==> src/design/uue_pkg.sv <==
// uue_pkg: constants, types and helpers shared by the uuencode stream block.
// No dependencies; every other design file imports this package.
`default_nettype none

package uue_pkg;

   localparam int LINE_BYTES = 45;                      // bytes per encoded line, 3..63
   localparam int BYTE_W     = 8;
   localparam int FILL_W     = $clog2(LINE_BYTES + 1);  // holds 0..LINE_BYTES
   localparam int ADDR_W     = $clog2(LINE_BYTES);      // line store index
   localparam int POS_W      = FILL_W + 1;              // group position, may run past fill

   localparam logic [7:0] SIX_MASK = 8'h3F;
   localparam logic [7:0] UU_BIAS  = 8'd32;
   localparam logic [7:0] CHAR_NL  = 8'h0A;
   localparam logic [7:0] CHAR_SP  = 8'h20;

   typedef struct packed {
      logic                en;
      logic [ADDR_W-1:0]   addr;
      logic [BYTE_W-1:0]   data;
   } store_wr_type;

   typedef struct packed {
      logic                en;
      logic [ADDR_W-1:0]   addr;
   } store_rd_type;

   typedef struct packed {
      logic                shift_in;   // append one byte to the group
      logic                take;       // drop the top six bits
      logic [BYTE_W-1:0]   data;
   } slice_ctl_type;

   function automatic logic [7:0] uu_char(input logic [5:0] v);
      logic [7:0] w;
      w = {2'b00, v} & SIX_MASK;
      return w + UU_BIAS;
   endfunction

endpackage

`default_nettype wire

==> src/design/uue_ifs.sv <==
// uue_ifs: valid/ready channel interfaces for the uuencode stream block.
// Depends on uue_pkg for field widths.
`default_nettype none

interface uue_req_if;
   import uue_pkg::*;
   logic              valid;
   logic              ready;
   logic [BYTE_W-1:0] data_byte;
   logic              byte_valid;
   logic              stream_end;

   modport source (output valid, data_byte, byte_valid, stream_end, input ready);
   modport sink   (input valid, data_byte, byte_valid, stream_end, output ready);
endinterface

interface uue_rsp_if;
   import uue_pkg::*;
   logic              valid;
   logic              ready;
   logic [BYTE_W-1:0] out_char;
   logic              run_last;
   logic              file_done;

   modport source (output valid, out_char, run_last, file_done, input ready);
   modport sink   (input valid, out_char, run_last, file_done, output ready);
endinterface

`default_nettype wire

==> src/design/uue_line_store.sv <==
// uue_line_store: single-write, single-read line buffer with registered read data.
// Depends on uue_pkg.
`default_nettype none

module uue_line_store (
   input  wire                        clock,
   input  uue_pkg::store_wr_type      wr,
   input  uue_pkg::store_rd_type      rd,
   output logic [uue_pkg::BYTE_W-1:0] rd_data
);
   import uue_pkg::*;

   logic [BYTE_W-1:0] mem [LINE_BYTES];

   always_ff @(posedge clock) begin
      if (wr.en) begin
         mem[wr.addr] <= wr.data;
      end
   end

   always_ff @(posedge clock) begin
      if (rd.en) begin
         rd_data <= mem[rd.addr];
      end
   end

endmodule

`default_nettype wire

==> src/design/uue_slicer.sv <==
// uue_slicer: 24-bit group register shared by all data characters; bytes shift
// in at the bottom, six-bit slices leave from the top. Depends on uue_pkg.
`default_nettype none

module uue_slicer (
   input  wire                    clock,
   input  uue_pkg::slice_ctl_type ctl,
   output logic [7:0]             slice_char
);
   import uue_pkg::*;

   logic [3*BYTE_W-1:0] group_ff;
   logic [3*BYTE_W-1:0] group_in;

   always_comb begin
      group_in = group_ff;
      if (ctl.shift_in) begin
         group_in = {group_ff[2*BYTE_W-1:0], ctl.data};
      end else if (ctl.take) begin
         group_in = {group_ff[3*BYTE_W-7:0], 6'b000000};
      end
   end

   always_ff @(posedge clock) begin
      group_ff <= group_in;
   end

   assign slice_char = uu_char(group_ff[3*BYTE_W-1 -: 6]);

endmodule

`default_nettype wire

==> src/design/uuencode_stream.sv <==
// uuencode_stream: top level, line sequencer and output register.
// Depends on uue_pkg, uue_ifs, uue_line_store and uue_slicer.
//
// Streaming uuencoder. Each req transaction carries one file byte (byte_valid)
// and/or the end-of-file mark (stream_end). A byte that does not complete a line
// leaves the block idle and ready for the next request. When the line store fills
// (LINE_BYTES bytes) or the stream ends, the block stops taking requests and emits
// the line one character per rsp transaction: length character, four characters
// per three-byte group, newline; at end of file a space and a final newline follow
// (file_done). Each group is fetched first (three reads of the line store's read
// port, each shifted into the group register as its registered data arrives) and
// then leaves as four slices of the shared slicer. The output register lets the
// next request in while the last character waits.
`default_nettype none

module uuencode_stream (
   input  wire         clock,
   input  wire         reset,
   uue_req_if.sink     req_chan,
   uue_rsp_if.source   rsp_chan
);
   import uue_pkg::*;

   typedef enum logic [2:0] {
      ST_IDLE, ST_LEN, ST_FETCH, ST_EMIT, ST_NL, ST_SP, ST_END_NL
   } state_type;

   state_type         state_ff;
   logic [FILL_W-1:0] fill_ff;
   logic [POS_W-1:0]  pos_ff;
   logic [1:0]        sub_ff;
   logic              end_ff;
   logic              rd_hit_ff;

   logic              rsp_valid_ff;
   logic [7:0]        rsp_char_ff;
   logic              rsp_last_ff;
   logic              rsp_done_ff;

   logic              accept;
   logic              can_push;
   logic              push;
   logic [FILL_W-1:0] fill_inc;
   logic [POS_W-1:0]  rd_pos;
   logic              rd_in_range;
   logic [POS_W-1:0]  next_pos;
   store_wr_type      store_wr;
   store_rd_type      store_rd;
   logic [BYTE_W-1:0] store_rd_data;
   slice_ctl_type     slice_ctl;
   logic [7:0]        slice_char;

   assign req_chan.ready = (state_ff == ST_IDLE);
   assign accept         = req_chan.valid && (state_ff == ST_IDLE);
   assign can_push       = !rsp_valid_ff || rsp_chan.ready;
   // states that load a character into the output register
   assign push           = can_push && (state_ff == ST_LEN || state_ff == ST_EMIT ||
                                        state_ff == ST_NL || state_ff == ST_SP ||
                                        state_ff == ST_END_NL);
   assign fill_inc       = FILL_W'(fill_ff + 1'b1);
   assign rd_pos         = POS_W'(pos_ff + POS_W'(sub_ff));
   assign rd_in_range    = rd_pos < POS_W'(fill_ff);
   assign next_pos       = POS_W'(pos_ff + POS_W'(3));

   always_comb begin
      store_wr.en   = accept && req_chan.byte_valid;
      store_wr.addr = fill_ff[ADDR_W-1:0];
      store_wr.data = req_chan.data_byte;
      store_rd.en   = (state_ff == ST_FETCH) && (sub_ff != 2'd3) && rd_in_range;
      store_rd.addr = rd_pos[ADDR_W-1:0];
   end

   always_comb begin
      slice_ctl.shift_in = (state_ff == ST_FETCH) && (sub_ff != 2'd0);
      slice_ctl.take     = (state_ff == ST_EMIT) && can_push;
      // bytes past the line end pad the group with zeros
      slice_ctl.data     = rd_hit_ff ? store_rd_data : '0;
   end

   uue_line_store u_store (
      .clock   (clock),
      .wr      (store_wr),
      .rd      (store_rd),
      .rd_data (store_rd_data)
   );

   uue_slicer u_slicer (
      .clock      (clock),
      .ctl        (slice_ctl),
      .slice_char (slice_char)
   );

   always_ff @(posedge clock) begin
      if (reset) begin
         state_ff     <= ST_IDLE;
         fill_ff      <= '0;
         pos_ff       <= '0;
         sub_ff       <= '0;
         end_ff       <= 1'b0;
         rd_hit_ff    <= 1'b0;
         rsp_valid_ff <= 1'b0;
      end else begin
         rd_hit_ff <= store_rd.en;
         if (push) begin
            rsp_valid_ff <= 1'b1;
         end else if (rsp_chan.ready) begin
            rsp_valid_ff <= 1'b0;
         end
         unique case (state_ff)
            ST_IDLE: begin
               if (accept) begin
                  if (req_chan.byte_valid) begin
                     fill_ff <= fill_inc;
                  end
                  end_ff <= req_chan.stream_end;
                  if (req_chan.byte_valid && fill_inc == FILL_W'(LINE_BYTES)) begin
                     state_ff <= ST_LEN;
                  end else if (req_chan.stream_end) begin
                     if (req_chan.byte_valid || fill_ff != '0) begin
                        state_ff <= ST_LEN;
                     end else begin
                        state_ff <= ST_SP;
                     end
                  end
               end
            end
            ST_LEN: begin
               if (can_push) begin
                  rsp_char_ff  <= uu_char(6'(fill_ff));
                  rsp_last_ff  <= 1'b0;
                  rsp_done_ff  <= 1'b0;
                  pos_ff       <= '0;
                  sub_ff       <= '0;
                  state_ff     <= ST_FETCH;
               end
            end
            ST_FETCH: begin
               // reads issued at sub 0..2, captured in the next sub step
               sub_ff <= sub_ff + 2'd1;
               if (sub_ff == 2'd3) begin
                  state_ff <= ST_EMIT;
               end
            end
            ST_EMIT: begin
               if (can_push) begin
                  rsp_char_ff  <= slice_char;
                  rsp_last_ff  <= 1'b0;
                  rsp_done_ff  <= 1'b0;
                  sub_ff       <= sub_ff + 2'd1;
                  if (sub_ff == 2'd3) begin
                     pos_ff <= next_pos;
                     if (next_pos < POS_W'(fill_ff)) begin
                        state_ff <= ST_FETCH;
                     end else begin
                        state_ff <= ST_NL;
                     end
                  end
               end
            end
            ST_NL: begin
               if (can_push) begin
                  rsp_char_ff  <= CHAR_NL;
                  rsp_last_ff  <= !end_ff;
                  rsp_done_ff  <= 1'b0;
                  fill_ff      <= '0;
                  state_ff     <= end_ff ? ST_SP : ST_IDLE;
               end
            end
            ST_SP: begin
               if (can_push) begin
                  rsp_char_ff  <= CHAR_SP;
                  rsp_last_ff  <= 1'b0;
                  rsp_done_ff  <= 1'b0;
                  state_ff     <= ST_END_NL;
               end
            end
            ST_END_NL: begin
               if (can_push) begin
                  rsp_char_ff  <= CHAR_NL;
                  rsp_last_ff  <= 1'b1;
                  rsp_done_ff  <= 1'b1;
                  end_ff       <= 1'b0;
                  state_ff     <= ST_IDLE;
               end
            end
            default: begin
               state_ff <= ST_IDLE;
            end
         endcase
      end
   end

   assign rsp_chan.valid     = rsp_valid_ff;
   assign rsp_chan.out_char  = rsp_char_ff;
   assign rsp_chan.run_last  = rsp_last_ff;
   assign rsp_chan.file_done = rsp_done_ff;

   a_fill_bound: assert property (@(posedge clock) disable iff (reset)
      fill_ff <= FILL_W'(LINE_BYTES))
      else $error("line fill count past line length");

   a_full_starts_line: assert property (@(posedge clock) disable iff (reset)
      accept && req_chan.byte_valid && fill_inc == FILL_W'(LINE_BYTES)
      |=> state_ff == ST_LEN)
      else $error("full line did not start emission");

   a_read_written: assert property (@(posedge clock) disable iff (reset)
      store_rd.en |-> (POS_W'(store_rd.addr) < POS_W'(fill_ff)))
      else $error("line store read beyond written entries");

   a_done_is_last: assert property (@(posedge clock) disable iff (reset)
      rsp_valid_ff && rsp_done_ff |-> rsp_last_ff && rsp_char_ff == CHAR_NL)
      else $error("file_done without run_last newline");

   a_end_clears: assert property (@(posedge clock) disable iff (reset)
      state_ff == ST_END_NL && can_push |=> state_ff == ST_IDLE && fill_ff == '0)
      else $error("end of file left state behind");

endmodule

`default_nettype wire

==> src/flat_wrapper.sv <==
// flat-port wrapper written by rule: the top's interface ports become plain ports
module uuencode_stream_flat import uue_pkg::*;
  (clock, reset, req_chan_valid, req_chan_data_byte, req_chan_byte_valid, req_chan_stream_end, req_chan_ready, rsp_chan_valid, rsp_chan_out_char, rsp_chan_run_last, rsp_chan_file_done, rsp_chan_ready);
  uue_req_if req_chan_i ();
  uue_rsp_if rsp_chan_i ();
  input  wire clock;
  input  wire reset;
  input wire logic [$bits(req_chan_i.valid)-1:0] req_chan_valid;
  input wire logic [$bits(req_chan_i.data_byte)-1:0] req_chan_data_byte;
  input wire logic [$bits(req_chan_i.byte_valid)-1:0] req_chan_byte_valid;
  input wire logic [$bits(req_chan_i.stream_end)-1:0] req_chan_stream_end;
  output wire logic [$bits(req_chan_i.ready)-1:0] req_chan_ready;
  output wire logic [$bits(rsp_chan_i.valid)-1:0] rsp_chan_valid;
  output wire logic [$bits(rsp_chan_i.out_char)-1:0] rsp_chan_out_char;
  output wire logic [$bits(rsp_chan_i.run_last)-1:0] rsp_chan_run_last;
  output wire logic [$bits(rsp_chan_i.file_done)-1:0] rsp_chan_file_done;
  input wire logic [$bits(rsp_chan_i.ready)-1:0] rsp_chan_ready;
  assign req_chan_i.valid = req_chan_valid;
  assign req_chan_i.data_byte = req_chan_data_byte;
  assign req_chan_i.byte_valid = req_chan_byte_valid;
  assign req_chan_i.stream_end = req_chan_stream_end;
  assign req_chan_ready = req_chan_i.ready;
  assign rsp_chan_valid = rsp_chan_i.valid;
  assign rsp_chan_out_char = rsp_chan_i.out_char;
  assign rsp_chan_run_last = rsp_chan_i.run_last;
  assign rsp_chan_file_done = rsp_chan_i.file_done;
  assign rsp_chan_i.ready = rsp_chan_ready;
  uuencode_stream u_core (.clock(clock), .reset(reset), .req_chan(req_chan_i), .rsp_chan(rsp_chan_i));
endmodule
==> config.mk <==
export PLATFORM = sky130hd
export DESIGN_NAME = uuencode_stream_flat
export DESIGN_NICKNAME = d
export VERILOG_FILES = /design/src/design/uue_pkg.sv /design/src/design/uue_ifs.sv /design/src/design/uue_line_store.sv /design/src/design/uue_slicer.sv /design/src/design/uuencode_stream.sv /design/src/flat_wrapper.sv
export SDC_FILE = /design/constraint.sdc
export NUM_CORES = 1
export LEC_CHECK = 0
export ABC_CLOCK_PERIOD_IN_PS = 8500
export BUFFER_PORTS_ARGS = -buffer_cell sky130_fd_sc_hd__buf_2
export CORE_MARGIN = 2
export CORE_UTILIZATION = 40
export DETAILED_ROUTE_END_ITERATION = 10
export PLACE_DENSITY = 0.62
export SKIP_CTS_REPAIR_TIMING = 1
export SLEW_MARGIN = 20
export SYNTH_ARGS = -nofsm -noshare
export SYNTH_HDL_FRONTEND = slang
export SYNTH_SLANG_ARGS = --single-unit
export TNS_END_PERCENT = 100
==> constraint.sdc <==
create_clock -name clock -period 8.5 [get_ports clock]
set_input_delay 1.7 -clock clock [delete_from_list [all_inputs] [get_ports clock]]
set_output_delay 1.7 -clock clock [all_outputs]
set_load 0.02 [all_outputs]
==> flow_summary.yaml <==
run_status:
  status: "complete, no violations"
logic_synthesis:
  synth_edf_count: 401
  ys_ff_latch: 422
  synth_top_area_cell: "edfxtp_1"
  yosysSeqAreaShare: 0.721
  synthTopCellsByCount: "401 x edfxtp_1, 94 x mux4_2, 75 x nor2_1"
  synth_most_common_cell: "edfxtp_1"
  synthArstFlopShare: 0
  syn_area_per_cell_um2: 18.7
  netlist_area_mm2: 0.0173
  ys.warnings.count: 0
  ys_types: 52
  syn_nets: 959
  synthCells: 926
  synth_top_area_frac: 0.696
  synthFlopType: "edfxtp_1"
  synthTopCellsByArea: "edfxtp_1 70%, mux4_2 12%, dfxtp_1 2.4%, mux2_2 2.1%, nor2_1 1.6%"
final_layout:
  num-nets-final: 992
  instances_no_fill: 1579
  antenna_cells: 0
  nFillCells: 3634
  drive_above_1_share: 0.230
  area_growth_pct: 12.3
floorplan:
  ios: 26
  start_util: 0.403
  rows: 76
  die_w_um: 212
  die-area_mm2: 0.0449
  die_y_um: 212
  coreArea_mm2: 0.0429
power:
  netSwitchingFraction: 0.247
  p_comb_frac: 0.136
  p_int_uw: 3730
  clock_power_share: 0.382
  power_frac_seq: 0.481
  p_per_area_mw_per_mm2: 255
  switchingPower_uw: 1230
  peakVddDrop_uv: 161
  p_leak_uw: 0.00609
route:
  vias_per_cell: 5.44
  drt_pass1_iterations: 5
  vias: 8585
  drt_iter0_drc: 851
  drc: 0
  ant_nets: 0
  post_drt_wl_per_cell_um: 22.6
  routed_wl_um: 35600
min_path:
  worstHoldPathType: "reg -> reg"
  hold_path_startpoint: "u_core.u_slicer.group_ff[17]"
setup_path:
  crit_path_end_kind: "flip-flop"
  reg2reg_from: "u_core.sub_ff[0]"
  cp.arrival_ps: 4270
  path_max_fanout: 64
  critPathLaunch: "u_core.sub_ff[0]"
  required_ps: 8910
  worstSetupStartpointType: "flip-flop"
  critical_path_class: "reg -> reg"
sta:
  drv_slew: 0
  relSlewSlack: 0.363
  rsz0062_at_grt: "false"
  tightest_slew_ps: 955
  max_freq_ghz: 0.259
  fin_crit_sh: 0.455
  hold_viol_final: 0
  setup-violations-final: 0
  skew_ps: 21.7
  setup_total_negative_slack_ps: 0
  period_minus_slack_ps: 3870
grt:
  grt_max_degree: 65
  grt_pass1_wl_um: 54300
  globalRouteTotalUtil: 0.164
  grt-ovfl-total: 0
  grt_pass1_vias: 8493
  antenna_found_initial: 0
job:
  maxCapViolations: 0
clock_network:
  cts.sinks: 422
  cts_root_buf: "clkbuf_16"
  cts_max_level: 2
  cts_tree: "yes"
  clk_pin_slew_worst_paths_ps: 60
  cts_buffers: 45
  clockBufferDepth: 3
  clk_latency_ps: 580
place:
  routabilityCongestion: 0.790
  placedCellCount: 1496
  dp_hpwl_um: 21600
  io_buffers: 24
sequential cells by signal (all words and copies together) (netlist names):
signal,count
u_core.u_store.mem,360
u_core.u_slicer.group_ff,24
u_core.u_store.rd_data,8
u_core.pos_ff,7
u_core.rsp_chan.out_char,7
u_core.fill_ff,6
u_core.state_ff,3
u_core.sub_ff,2
u_core.end_ff,1
u_core.rd_hit_ff,1
u_core.rsp_chan.file_done,1
u_core.rsp_chan.run_last,1
u_core.rsp_chan.valid,1
area by class of cell:
cell class / count / area [um2] / share of cell area
Clock buffer: 53 / 1170 / 0.0600
Clock inverter: 29 / 263 / 0.0135
Inverter: 19 / 71.3 / 0.00367
Multi-Input combinational cell: 441 / 4550 / 0.234
Sequential cell: 422 / 12500 / 0.642
Tap cell: 585 / 732 / 0.0377
Timing Repair Buffer: 30 / 178 / 0.00915
cells by family after synthesis:
kind of cell / count (synthesis) / synth area share
flip-flops: 422 / 0.721
AND/OR/NAND/NOR: 160 / 0.0412
multiplexers: 150 / 0.159
AO/OA/AOI/OAI: 99 / 0.0394
buffers and inverters: 63 / 0.0189
adder cells (fa/ha/maj): 19 / 0.0142
XOR/XNOR: 12 / 0.00651
other: 1 / 0.000217
critical path, stage by stage, from the launching register on:
cell and delay (ps):
dfxtp_1 380, ha_4 200, fa_4 1050, buf_4 810, mux4_2 350, mux2i_1 100
a22oi_1 320, o221ai_1 210, o21ai_1 210
power groups by stage:
stage                     sequential (uW)  combinational [uW]  clock [uW]
final                                2390                 675        1890
after global routing                 2390                 738        2010
after CTS                            2380                 677        1930
after detailed placement             2430                 675           0
after global placement               2430                 665           0
after floorplan                      2400                 533           0
layer usage:
metal | track usage | share of wire | up-vias
li1 | - | - | 3829
met1 | 0.234 | 0.45 | 4477
met2 | 0.256 | 0.47 | 224
met3 | 0.0340 | 0.057 | 55
met4 | 0.0515 | 0.021 | 0
met5 | 0 | 0 | -
placed cells by master, fill, tap and decap left out, drive strengths merged, types with 14 or more instances in the layout:
cell	count
o21ai	19
mux2i	22
ha	18
a21oi	17
clkbuf	53
dfxtp	21
edfxtp	401
nand2	28
nand3	24
mux2	32
mux4	96
nor2	75
buf	30
clkinv	24
a22oi	14
inv	21
worst paths after layout:
| check | end | cells after the start | slack, ps |
|---|---|---|---|
| min reg2reg | u_core.u_slicer.group_ff[23] | 1 | 550 |
| max reg2reg | u_core.u_store.rd_data[7] | 8 | 4630 |
| min | u_core.u_slicer.group_ff[23] | 1 | 550 |
| max | u_core.u_store.rd_data[7] | 8 | 4630 |
stage by stage:
step	area [um2]	util	setup slack, ps	hold WS, ps	power [uW]
after global placement	18000	0.419	4270	535	3090
after CTS	19400	0.452	4590	552	4990
after floorplan	17300	-	4150	494	2940
after detailed placement	18000	0.419	4560	543	3100
after global routing	19400	0.453	4450	570	5140
final	19400	0.453	4630	545	4950
Note: power is estimated with default switching activity, not from simulation.
